==> src/hdl/rfrp_pkg.sv <==
// Shared constants for the RFID reader frame parser.
// Command codes, frame format values and channel widths.
// No dependencies.
package rfrp_pkg;

  localparam int FRAME_MAX = 28;
  localparam int CNT_W     = $clog2(FRAME_MAX + 1);

  // input channel
  localparam int CMD_W     = 3;
  localparam int IN_DATA_W = 48;

  // result channel: 218 bits of fields padded to whole bytes
  localparam int OUT_DATA_W = 224;

  localparam logic [CMD_W-1:0] CMD_BYTE     = 3'd0;
  localparam logic [CMD_W-1:0] CMD_BYTE_ERR = 3'd1;
  localparam logic [CMD_W-1:0] CMD_UART_ERR = 3'd2;
  localparam logic [CMD_W-1:0] CMD_TAKE_ID  = 3'd3;
  localparam logic [CMD_W-1:0] CMD_CLEAR    = 3'd4;

  localparam logic REG_GAP_LIMIT = 1'b0;
  localparam logic REG_READER_ADDR = 1'b1;

  localparam logic [15:0] GAP_LIMIT_RST = 16'd100;

  localparam logic [7:0] XOR_GOOD   = 8'hFF;
  localparam logic [7:0] SOF_A      = 8'd1;
  localparam logic [7:0] SOF_B      = 8'd4;
  localparam logic [7:0] SUB_A1     = 8'hA1;
  localparam logic [7:0] SUB_TWO    = 8'd2;
  localparam logic [7:0] SUB_FOUR   = 8'd4;
  localparam logic [7:0] LEN_8      = 8'd8;
  localparam logic [7:0] LEN_12     = 8'd12;
  localparam logic [7:0] LEN_22     = 8'd22;
  localparam logic [7:0] LEN_28     = 8'd28;

  // byte positions checked or kept from a frame
  localparam logic [CNT_W-1:0] POS_KIND   = 5'd0;
  localparam logic [CNT_W-1:0] POS_LEN    = 5'd1;
  localparam logic [CNT_W-1:0] POS_SUB    = 5'd2;
  localparam logic [CNT_W-1:0] POS_ADDR   = 5'd3;
  localparam logic [CNT_W-1:0] POS_STATUS = 5'd4;
  localparam logic [CNT_W-1:0] POS_UID0   = 5'd7;
  localparam logic [CNT_W-1:0] POS_UID1   = 5'd8;
  localparam logic [CNT_W-1:0] POS_UID2   = 5'd9;
  localparam logic [CNT_W-1:0] POS_UID3   = 5'd10;

  function automatic logic is_sof(input logic [7:0] b);
    return (b == SOF_A) || (b == SOF_B);
  endfunction

endpackage

==> src/hdl/rfid_reader_frame_parser.sv <==
// RFID reader frame parser: byte stream framing, checksum, tag id extraction, counters.
// Depends on rfrp_pkg.
//
//  channel | dir | handshake              | payload
//  in_     | in  | in_tvalid / in_tready  | tuser cmd, tdata byte/time/error
//  out_    | out | out_tvalid / out_tready| tdata result fields
//  cfg_    | in  | cfg_we                 | cfg_addr, cfg_wdata
//
// One beat in, one beat out; a beat can be taken every cycle while the result is not stalled.
// Path: input register, then parse logic into the result register.
// Frame state updates at the same edge the result register loads.
// rst_n is synchronous; counters, frame position and pending id clear on reset.
// A stalled result holds; the input register takes one more beat, then in_tready drops.
module rfid_reader_frame_parser (
  input  logic                             clk,
  input  logic                             rst_n,
  input  logic                             in_tvalid,
  output logic                             in_tready,
  // lsb up: data_byte[7:0], now_ms[39:8], error_code[47:40]
  input  logic [rfrp_pkg::IN_DATA_W-1:0]   in_tdata,
  // cmd[2:0]
  input  logic [rfrp_pkg::CMD_W-1:0]       in_tuser,
  output logic                             out_tvalid,
  input  logic                             out_tready,
  // lsb up: read_ok[0], read_uid[32:1], id_pending[33], good_frames[65:34],
  // bad_frames[97:66], tags_seen[129:98], bytes_seen[161:130], status_byte[169:162],
  // newest_uid[201:170], newest_byte[209:202], newest_error[217:210], zero pad
  output logic [rfrp_pkg::OUT_DATA_W-1:0]  out_tdata,
  input  logic                             cfg_we,
  input  logic                             cfg_addr,
  input  logic [15:0]                      cfg_wdata
);
  import rfrp_pkg::*;

  // config
  logic [15:0] gap_limit_r;
  logic [7:0]  reader_addr_r;

  // input register
  logic                 stg_valid_r;
  logic [CMD_W-1:0]     stg_cmd_r;
  logic [7:0]           stg_byte_r;
  logic [31:0]          stg_now_r;
  logic [7:0]           stg_err_r;
  logic                 stg_fire;

  // frame and status state
  logic [CNT_W-1:0] cnt_r, cnt_nxt;
  logic [7:0]  xor_r, xor_nxt;
  logic [31:0] last_time_r, last_time_nxt;
  logic        pend_r, pend_nxt;
  logic [31:0] held_uid_r, held_uid_nxt;
  logic [31:0] good_r, good_nxt;
  logic [31:0] bad_r, bad_nxt;
  logic [31:0] tags_r, tags_nxt;
  logic [31:0] bytes_r, bytes_nxt;
  logic [7:0]  rstat_r, rstat_nxt;
  logic [31:0] new_uid_r, new_uid_nxt;
  logic [7:0]  new_byte_r, new_byte_nxt;
  logic [7:0]  new_err_r, new_err_nxt;

  // kept frame bytes
  logic [7:0]  kind_r, len_r, sub_r, fstat_r;
  logic [31:0] fuid_r;

  logic                 wr_en;
  logic [CNT_W-1:0]     wr_pos;
  logic                 rd_ok;
  logic [31:0]          rd_uid;

  // output register
  logic                  out_valid_r;
  logic [OUT_DATA_W-1:0] out_data_r;

  assign stg_fire  = stg_valid_r && (!out_valid_r || out_tready);
  assign in_tready = !stg_valid_r || stg_fire;

  always_ff @(posedge clk) begin
    if (!rst_n) begin
      gap_limit_r   <= GAP_LIMIT_RST;
      reader_addr_r <= '0;
    end else if (cfg_we) begin
      case (cfg_addr)
        REG_GAP_LIMIT:   gap_limit_r   <= cfg_wdata;
        REG_READER_ADDR: reader_addr_r <= cfg_wdata[7:0];
        default: ;
      endcase
    end
  end

  always_ff @(posedge clk) begin
    if (!rst_n) begin
      stg_valid_r <= 1'b0;
    end else if (in_tready) begin
      stg_valid_r <= in_tvalid;
    end
    if (in_tready && in_tvalid) begin
      stg_cmd_r  <= in_tuser;
      stg_byte_r <= in_tdata[7:0];
      stg_now_r  <= in_tdata[39:8];
      stg_err_r  <= in_tdata[47:40];
    end
  end

  always_comb begin
    logic [31:0]      gap;
    logic [CNT_W-1:0] pos0;
    logic             put;
    logic             len_ok;
    logic [7:0]       xor_new;
    logic             tag_form;

    gap      = stg_now_r - last_time_r;
    pos0     = cnt_r;
    put      = 1'b0;
    len_ok   = 1'b0;
    xor_new  = '0;
    tag_form = 1'b0;

    cnt_nxt       = cnt_r;
    xor_nxt       = xor_r;
    last_time_nxt = last_time_r;
    pend_nxt      = pend_r;
    held_uid_nxt  = held_uid_r;
    good_nxt      = good_r;
    bad_nxt       = bad_r;
    tags_nxt      = tags_r;
    bytes_nxt     = bytes_r;
    rstat_nxt     = rstat_r;
    new_uid_nxt   = new_uid_r;
    new_byte_nxt  = new_byte_r;
    new_err_nxt   = new_err_r;
    wr_en         = 1'b0;
    wr_pos        = '0;
    rd_ok         = 1'b0;
    rd_uid        = '0;

    case (stg_cmd_r)
      CMD_BYTE: begin
        bytes_nxt     = bytes_r + 32'd1;
        new_byte_nxt  = stg_byte_r;
        last_time_nxt = stg_now_r;
        if (gap > {16'd0, gap_limit_r}) pos0 = '0;
        len_ok = (stg_byte_r == LEN_8) || (stg_byte_r == LEN_12) ||
                 (stg_byte_r == LEN_22) || (stg_byte_r == LEN_28);
        cnt_nxt = pos0;
        if (pos0 == POS_KIND) begin
          put = is_sof(stg_byte_r);
        end else if (pos0 == POS_LEN && !len_ok) begin
          // bad length: count it, resync if this byte is a start byte
          bad_nxt = bad_r + 32'd1;
          cnt_nxt = '0;
          if (is_sof(stg_byte_r)) begin
            pos0 = POS_KIND;
            put  = 1'b1;
          end
        end else if (pos0 == POS_ADDR && stg_byte_r != reader_addr_r) begin
          bad_nxt = bad_r + 32'd1;
          cnt_nxt = '0;
        end else begin
          put = 1'b1;
        end

        if (put) begin
          wr_en   = 1'b1;
          wr_pos  = pos0;
          xor_new = (pos0 == '0) ? stg_byte_r : (xor_r ^ stg_byte_r);
          xor_nxt = xor_new;
          cnt_nxt = pos0 + CNT_W'(1);
          // frame end; the kept bytes used below are all earlier than the last one
          if (pos0 >= POS_SUB && {3'd0, pos0 + CNT_W'(1)} == len_r) begin
            cnt_nxt = '0;
            if (xor_new != XOR_GOOD) begin
              bad_nxt = bad_r + 32'd1;
            end else begin
              good_nxt  = good_r + 32'd1;
              rstat_nxt = fstat_r;
              tag_form  = (kind_r == SOF_A && sub_r == SUB_A1   && len_r == LEN_12) ||
                          (kind_r == SOF_B && sub_r == SUB_TWO  && len_r == LEN_12) ||
                          (kind_r == SOF_B && sub_r == SUB_FOUR && len_r == LEN_28);
              if (fstat_r == 8'd0 && tag_form) begin
                new_uid_nxt = fuid_r;
                tags_nxt    = tags_r + 32'd1;
                if (!pend_r) begin
                  held_uid_nxt = fuid_r;
                  pend_nxt     = 1'b1;
                end
              end
            end
          end
        end
      end
      CMD_BYTE_ERR: begin
        bytes_nxt    = bytes_r + 32'd1;
        new_byte_nxt = stg_byte_r;
        new_err_nxt  = stg_err_r;
      end
      CMD_UART_ERR: begin
        new_err_nxt  = stg_err_r;
        held_uid_nxt = '0;
        pend_nxt     = 1'b0;
        cnt_nxt      = '0;
        xor_nxt      = '0;
      end
      CMD_TAKE_ID: begin
        if (pend_r) begin
          rd_ok    = 1'b1;
          rd_uid   = held_uid_r;
          pend_nxt = 1'b0;
        end
      end
      CMD_CLEAR: begin
        held_uid_nxt = '0;
        pend_nxt     = 1'b0;
        cnt_nxt      = '0;
        xor_nxt      = '0;
      end
      default: ;
    endcase
  end

  always_ff @(posedge clk) begin
    if (!rst_n) begin
      cnt_r       <= '0;
      xor_r       <= '0;
      last_time_r <= '0;
      pend_r      <= 1'b0;
      held_uid_r  <= '0;
      good_r      <= '0;
      bad_r       <= '0;
      tags_r      <= '0;
      bytes_r     <= '0;
      rstat_r     <= '0;
      new_uid_r   <= '0;
      new_byte_r  <= '0;
      new_err_r   <= '0;
    end else if (stg_fire) begin
      cnt_r       <= cnt_nxt;
      xor_r       <= xor_nxt;
      last_time_r <= last_time_nxt;
      pend_r      <= pend_nxt;
      held_uid_r  <= held_uid_nxt;
      good_r      <= good_nxt;
      bad_r       <= bad_nxt;
      tags_r      <= tags_nxt;
      bytes_r     <= bytes_nxt;
      rstat_r     <= rstat_nxt;
      new_uid_r   <= new_uid_nxt;
      new_byte_r  <= new_byte_nxt;
      new_err_r   <= new_err_nxt;
    end
  end

  // only the frame bytes that are ever looked at are kept
  always_ff @(posedge clk) begin
    if (stg_fire && wr_en) begin
      case (wr_pos)
        POS_KIND:   kind_r        <= stg_byte_r;
        POS_LEN:    len_r         <= stg_byte_r;
        POS_SUB:    sub_r         <= stg_byte_r;
        POS_STATUS: fstat_r       <= stg_byte_r;
        POS_UID0:   fuid_r[31:24] <= stg_byte_r;
        POS_UID1:   fuid_r[23:16] <= stg_byte_r;
        POS_UID2:   fuid_r[15:8]  <= stg_byte_r;
        POS_UID3:   fuid_r[7:0]   <= stg_byte_r;
        default: ;
      endcase
    end
  end

  always_ff @(posedge clk) begin
    if (!rst_n) begin
      out_valid_r <= 1'b0;
    end else if (stg_fire) begin
      out_valid_r <= 1'b1;
    end else if (out_tready) begin
      out_valid_r <= 1'b0;
    end
    if (stg_fire) begin
      out_data_r <= {6'd0, new_err_nxt, new_byte_nxt, new_uid_nxt, rstat_nxt,
                     bytes_nxt, tags_nxt, bad_nxt, good_nxt, pend_nxt, rd_uid, rd_ok};
    end
  end

  assign out_tvalid = out_valid_r;
  assign out_tdata  = out_data_r;

  // a take that succeeds always leaves nothing pending
  a_take_clears: assert property (@(posedge clk) disable iff (!rst_n)
    (out_tvalid && out_tdata[0]) |-> !out_tdata[33])
    else $error("read_ok with id still pending");

  // frame position never runs past the longest frame
  a_cnt_range: assert property (@(posedge clk) disable iff (!rst_n)
    cnt_r <= CNT_W'(FRAME_MAX))
    else $error("frame position out of range");

  // a partial frame always began with a start byte
  a_sof_kept: assert property (@(posedge clk) disable iff (!rst_n)
    (cnt_r != '0) |-> (kind_r == SOF_A || kind_r == SOF_B))
    else $error("partial frame without start byte");

  // state moves only when a beat is processed
  a_state_hold: assert property (@(posedge clk) disable iff (!rst_n)
    !stg_fire |=> ($stable(good_r) && $stable(bytes_r) && $stable(pend_r)))
    else $error("state changed without a beat");

endmodule
==> config.mk <==
export PLATFORM = sky130hd
export DESIGN_NAME = rfid_reader_frame_parser
export DESIGN_NICKNAME = d
export VERILOG_FILES = /design/src/hdl/rfrp_pkg.sv /design/src/hdl/rfid_reader_frame_parser.sv
export SDC_FILE = /design/constraint.sdc
export NUM_CORES = 1
export LEC_CHECK = 0
export BUFFER_PORTS_ARGS = -buffer_cell sky130_fd_sc_hd__buf_2
export CAP_MARGIN = 20
export CORE_MARGIN = 4
export CORE_UTILIZATION = 53
export DETAILED_ROUTE_END_ITERATION = 7
export PLACE_DENSITY = 0.76
export SYNTH_ARGS = -nofsm -noshare
export SYNTH_HDL_FRONTEND = slang
export SYNTH_SLANG_ARGS = --single-unit
==> constraint.sdc <==
create_clock -name clk -period 8.67 [get_ports clk]
set_input_delay 0.867 -clock clk [delete_from_list [all_inputs] [get_ports clk]]
set_output_delay 0.867 -clock clk [all_outputs]
set_load 0.03 [all_outputs]
### Yosys cells after proc, flatten, opt, wreduce, memory -nomap -nowiden

Index checks and enable logic that the tools add are counted.

| storage, ports and cells | value |
|---|---|
| bits in registers | 621 |
| latch bits | 0 |
| RAM bits | 0 |
| ROM bits | 0 |
| bits of input ports | 73 |
| output and inout bits | 226 |
| logic and storage cells | 192 |
| memories kept | 0 |

| operators by class | value |
|---|---|
| $add $sub $neg | 6 |
| $mul | 0 |
| div/mod/pow operators | 0 |
| magnitude comparators | 2 |
| equal/unequal tests | 34 |
| shift operators | 0 |
| muxes and demuxes | 66 |
| bitwise operators | 2 |
| reduce and logical (&&, ||, !) cells | 50 |

Operators with widths:

| kind | count |
|---|---|
| $mux 32 | 27 |
| $add 32x1->32 const B | 4 |
| $mux 5 | 13 |
| $mux 8 | 8 |
| $pmux 32 s2 | 1 |
| $gt 32x16->1 | 1 |
| $sub 32x32->32 | 1 |
| $reduce_and 2->1 | 13 |
| $eq 8x3->1 const B | 3 |
| $eq 8x4->1 const B | 3 |
| $eq 8x5->1 const B | 3 |
| $eq 8x1->1 const B | 2 |
| $pmux 8 s2 | 1 |
| $eq 5x4->1 const B | 3 |
| $logic_not 5->1 | 3 |
| $mux 1 | 14 |
| $logic_and 1x1->1 | 13 |
| $eq 5x1->1 const B | 2 |
| $eq 5x2->1 const B | 2 |
| $eq 5x3->1 const B | 2 |
| $ne 2x2->1 const B | 5 |
| $pmux 5 s2 | 1 |
| $eq 5x8->1 | 1 |
| $eq 8x2->1 const B | 1 |
| 20 further kinds | 33 |

### Depth between registers and ports, before layout

| depth | value |
|---|---|
| word-level depth | 16 |
| depth in mapped cells | 37 |
| gate-level depth less buffers | 30 |

### Worst setup path after synthesis

No wires, ideal clock.

| timing | value |
|---|---|
| path kind | in2reg |
| start point | input out_tready |
| end point | register out_data_r[0], in the netlist out_tdata[0] (enable) |
| library setup time | 0.666 ns |
| data arrival time | 7.747 ns |
| data required time | 8.004 ns |
| path slack | 0.257 ns |
| stages | 6 |
| buffers on the path | 3 |
| path through | nor2b_1 -> nand2b_1 -> clkbuf_1 -> inv_2 -> clkbuf_1 -> buf_1 |

| on the way | value |
|---|---|
| word-level cells in the longest chain between the ends | 2 |

Ends and longest elaborated chain:

| what | line | text |
|---|---|---|
| start, declared | rfid_reader_frame_parser.sv:24 | `input logic out_tready,` |
| $logic_or 1x1->1 | rfid_reader_frame_parser.sv:75 | `assign stg_fire = stg_valid_r && (!out_valid_r \|\| out_tready);` |
| $logic_and 1x1->1 | rfid_reader_frame_parser.sv:75 |  |
| via stg_fire | rfid_reader_frame_parser.sv:45 | `logic stg_fire;` |
| end signal, assigned | rfid_reader_frame_parser.sv:280 | `out_data_r <= {6'd0, new_err_nxt, new_byte_nxt, new_uid_nxt, rstat_nxt,` |
| end, declared | rfid_reader_frame_parser.sv:73 | `logic [OUT_DATA_W-1:0] out_data_r;` |

The timed path passes the listed nets, and every way through them passes these cells.
A chain may end at the register's enable or synchronous reset.

### Worst setup path in the final report

| timing | value |
|---|---|
| start point | register stg_now_r[2] |
| end point | register out_data_r[93], in the netlist out_tdata[93] (data pin) |

| on the way | value |
|---|---|
| word-level cells in the longest chain between the ends | 16 |
| elaborated cells on any way between the ends | 31 |
| those cells by class | add/sub (2); order compare (2); eq/ne (4); mux (18); reduce/logical (5) |

Ends and longest elaborated chain:

| what | line | text |
|---|---|---|
| start, declared | rfid_reader_frame_parser.sv:43 | `logic [31:0] stg_now_r;` |
| start signal, assigned | rfid_reader_frame_parser.sv:100 | `stg_now_r <= in_tdata[39:8];` |
| $sub 32x32->32 (*) | rfid_reader_frame_parser.sv:113 | `gap = stg_now_r - last_time_r;` |
| $gt 32x16->1 (*) | rfid_reader_frame_parser.sv:143 | `if (gap > {16'd0, gap_limit_r}) pos0 = '0;` |
| $mux 5 (*) | rfid_reader_frame_parser.sv:143 |  |
| $mux 5 (*) | rfid_reader_frame_parser.sv:138 | `case (stg_cmd_r)` |
| parallel branches: the longest is 10 deep, another holds $add 5x1->5 | - |  |
| $mux 32 (*) | rfid_reader_frame_parser.sv:164 | `if (put) begin` |
| $mux 32 (*) | rfid_reader_frame_parser.sv:138 |  |
| via bad_nxt[27] | rfid_reader_frame_parser.sv:54 | `logic [31:0] bad_r, bad_nxt;` |

Mark *: on every way through the listed nets, which the timed path passes. The select of a mux whose other input is x is not followed.

==> impl_metrics.ini <==
[clocking]
clkTransAtPathRegs_ps = 60
cts.hold.buffers_added = 0
cts_resized = 0
tritoncts.num_buffers = 60
ctsRootBufferMaster = sky130_fd_sc_hd__clkbuf_16
clockBufferDepth = 3
tritoncts_clock_tree = built
cts_setup_buffers = 0
cts.sinks = 621
cts.htree.levels = 2
worst_skew_pair.late_latency_ps = 640

[sta]
slew-limit-headroom_pct = 26.6
timing_max_transition_violations_final = 0
finalClockSkew_ps = 33.1
timing.fmax_ghz = 0.128
min_period_ps = 7820
final.period_utilization_pct = 90.2
hold_ws_ps = 404
setup_viol = 0
hold_violations = 0
post-route-worst-setup-slack_ps = 847
tns_ps = 0
unrepaired_setup_endpoints_after_global_routing = no
timing_worst_slew_pin_value_ps = 1100

[grt]
grt.total_usage_pct = 23.6
grt_pass1_vias = 20700
overflow = 0
grt_start_max_net_pins = 132
grt_first_pass_wirelength_um = 110000
antenna_found_initial = 0

[floorplanning]
die_area_um2 = 57100
ios = 299
dieWidth_um = 239
initial_utilization_pct = 53.7
fp-row-count = 84
die_h_um = 239
fp.coreArea_um2 = 52700

[yosys]
synth_edf_count = 333
postSynth.asyncResetShare_pct = 0
synth.ff_latch_count = 621
yosys-mux-area-fraction_pct = 1.72
synth-seq-area-share_pct = 55.8
synth.lib_cells_used.distinct = 73
synth_compound_gate_area_share_pct = 11.8
synth_simple_gate_area_share_pct = 19.0
post_synth_design_cell_area_um2 = 28300
post_synth.cell_area_avg_um2 = 10.0
ys_warn_count = 0
post_synth_fa_ha_maj_area_fraction_pct = 2.46
synthXorXnorAreaFrac_pct = 5.64
synth_top_family_by_area = simple AND/OR/NAND/NOR gates
synthFlopType = sky130_fd_sc_hd__edfxtp_1
synthesis.instances = 2817

[placement]
dpl_worst_slack_ps = 923
place.detailed.hpwl_um = 46500
routabilityCongestion = 0.944
port_buffers = 292

[route]
firstDrtPassIters = 6
totalWireLength_um = 70000
avgRoutedWirePerCell_um = 18.5
dr.first_iter.drc_count = 1885
drt_drc_violations_left = 0
dr_total_vias = 21900
post_drt_via_cell_ratio = 5.77
postRouteAntennaNets = 0

[power]
p_leak_nw = 11.6
total_power_mw = 6.21
peakVddDrop_uv = 149
power_density_nw_per_um2 = 193

[outcome]
run_status = complete, no violations

[setup_path]
timing.critical_path.to_type = register
critical_path_peak_fanout = 47
critPathArrivalTime_ps = 8180
timing.critical_path.from_type = register
cp.required_ps = 9030
worstSetupPathType = reg -> reg

[final_layout]
synthesis_to_finish_area_growth_pct = 14.2
nNetsFinal = 3178
antennaDiodeCount = 0
final-seq-area_um2 = 15800
fillCellCount = 4244
drive_above_1_share_pct = 15.8
multiInputGateArea_um2 = 11500

[min_path]
min-delay-path-class = in -> reg

[run]
max_capacitance_violation_count = 0
flip-flops by register name, indices dropped and copies added (netlist names), 16 cells and up:
name	cells
out_tdata	218
bad_r	32
bytes_r	32
fuid_r	32
good_r	32
held_uid_r	32
last_time_r	32
new_uid_r	32
stg_now_r	32
tags_r	32
gap_limit_r	16
cells in the mapped netlist (16+ instances only):
cell type                  count  share of area, %
sky130_fd_sc_hd__o21a_1       21              0.56
sky130_fd_sc_hd__inv_1        79               1.0
sky130_fd_sc_hd__o21ai_0      86               1.5
sky130_fd_sc_hd__and3_1       34              0.75
sky130_fd_sc_hd__nand3_1      79               1.4
sky130_fd_sc_hd__nor2_1      141               1.9
sky130_fd_sc_hd__xor2_1      116               3.6
sky130_fd_sc_hd__o31ai_1      36              0.96
sky130_fd_sc_hd__nand2_1     504               6.7
sky130_fd_sc_hd__nor3_1       56              0.99
sky130_fd_sc_hd__nor4_1       26              0.58
sky130_fd_sc_hd__nand4_1      40              0.89
sky130_fd_sc_hd__dfxtp_1     288                20
sky130_fd_sc_hd__a32o_1       33               1.2
sky130_fd_sc_hd__mux2i_1      26              0.92
sky130_fd_sc_hd__ha_1         54               2.4
sky130_fd_sc_hd__xnor2_1      66               2.0
sky130_fd_sc_hd__or4_1        39               1.0
sky130_fd_sc_hd__or2_2        16              0.35
sky130_fd_sc_hd__nand2b_1     26              0.58
sky130_fd_sc_hd__and2_1       41              0.91
sky130_fd_sc_hd__or3_1        70               1.5
sky130_fd_sc_hd__a21oi_1     251               4.4
sky130_fd_sc_hd__clkbuf_1    149               2.0
sky130_fd_sc_hd__edfxtp_1    333                35
sky130_fd_sc_hd__mux2_2       20              0.80
layout make-up:
cell class	instances	area share (%)
well taps	688	2.67
repair buffers	339	5.71
inverters	81	0.981
flip-flops and latches	621	48.9
clock inverters	27	0.748
multi-input cells	1947	35.8
clock buffers	86	5.27
metrics by stage:
stage,util [%],instances,area (um2)
global placement,57.5,3672,30300
CTS,61.2,3786,32200
finish,61.3,3789,32300
global route,61.3,3789,32300
detailed placement,57.5,3673,30300
floorplan,-,2822,28300
report_power, final:
group,total [mW],internal [mW],switching (mW)
Sequential,3.20,3.17,0.0320
Combinational,0.462,0.128,0.334
Clock,2.55,1.43,1.12
cell usage in the layout, fill, tap and decap left out, types with 23 or more instances in the layout:
cell type                     n
sky130_fd_sc_hd__inv_1       79
sky130_fd_sc_hd__buf_2      293
sky130_fd_sc_hd__or3_1       70
sky130_fd_sc_hd__xnor2_1     66
sky130_fd_sc_hd__or4_1       39
sky130_fd_sc_hd__xor2_1     116
sky130_fd_sc_hd__nor3_1      55
sky130_fd_sc_hd__nor4_1      23
sky130_fd_sc_hd__clkbuf_16   60
sky130_fd_sc_hd__o31ai_1     36
sky130_fd_sc_hd__a32o_1      33
sky130_fd_sc_hd__and3_1      34
sky130_fd_sc_hd__nand4_1     40
sky130_fd_sc_hd__nand2b_1    25
sky130_fd_sc_hd__dfxtp_1    288
sky130_fd_sc_hd__ha_1        54
sky130_fd_sc_hd__buf_4       43
sky130_fd_sc_hd__nand2_1    503
sky130_fd_sc_hd__o21ai_0     86
sky130_fd_sc_hd__edfxtp_1   333
sky130_fd_sc_hd__and2_1      40
sky130_fd_sc_hd__mux2i_1     26
sky130_fd_sc_hd__nor2_1     140
sky130_fd_sc_hd__nand3_1     79
sky130_fd_sc_hd__a21oi_1    251
kinds of logic (layout without fill, tap and decap cells):
family,after synthesis,count (layout)
muxes,46,46
buffers and inverters,254,533
xor gates and xnor gates,182,182
DFF,621,621
other,1,6
adders and majority gates,55,55
and+or+nand+nor,1123,1123
AOI/OAI and AO/OA,535,535
path summary, 6_finish.rpt:
| check | from | to | slack, ps | cells after the start |
|---|---|---|---|---|
| worst max-delay path | stg_now_r[2] | out_tdata[93] | 850 | 26 |
| worst min-delay path | in_tuser[1] | stg_cmd_r[1] | 400 | 1 |
| worst max register to register | stg_now_r[2] | out_tdata[93] | 850 | 26 |
| worst min register to register | new_byte_r[0] | new_byte_r[0] | 450 | 2 |
worst max-delay path, cell delays in order, from the launching register on:
cell and delay, ps:
sky130_fd_sc_hd__edfxtp_1 390, sky130_fd_sc_hd__ha_1 360, sky130_fd_sc_hd__a21oi_1 290, sky130_fd_sc_hd__a21o_1 230, sky130_fd_sc_hd__a211oi_1 100, sky130_fd_sc_hd__or3_1 400, sky130_fd_sc_hd__a21oi_1 220, sky130_fd_sc_hd__xnor2_1 100
sky130_fd_sc_hd__ha_1 310, sky130_fd_sc_hd__and4_1 260, sky130_fd_sc_hd__nand3_1 100, sky130_fd_sc_hd__or4_1 530, sky130_fd_sc_hd__a32oi_1 250, sky130_fd_sc_hd__o2111ai_1 180, sky130_fd_sc_hd__nor4_2 410, sky130_fd_sc_hd__nand3_2 250
sky130_fd_sc_hd__or2_2 410, sky130_fd_sc_hd__ha_1 340, sky130_fd_sc_hd__and2_0 280, sky130_fd_sc_hd__o22ai_1 160, sky130_fd_sc_hd__nand3_1 90, sky130_fd_sc_hd__mux2i_1 180, sky130_fd_sc_hd__o31a_1 350, sky130_fd_sc_hd__o31a_2 790
sky130_fd_sc_hd__buf_4 300, sky130_fd_sc_hd__nor3_1 80, sky130_fd_sc_hd__xor2_1 160
per-layer routing:
metal  wire [um]  vias up  track usage [%]
met1       28800    10500             30.9
met2       34800      704             40.5
met3        4100      145             3.18
met4        2290        0             8.06
li1            -    10500                -
met5           0        -                0
Note: power is estimated with default switching activity, not from simulation.
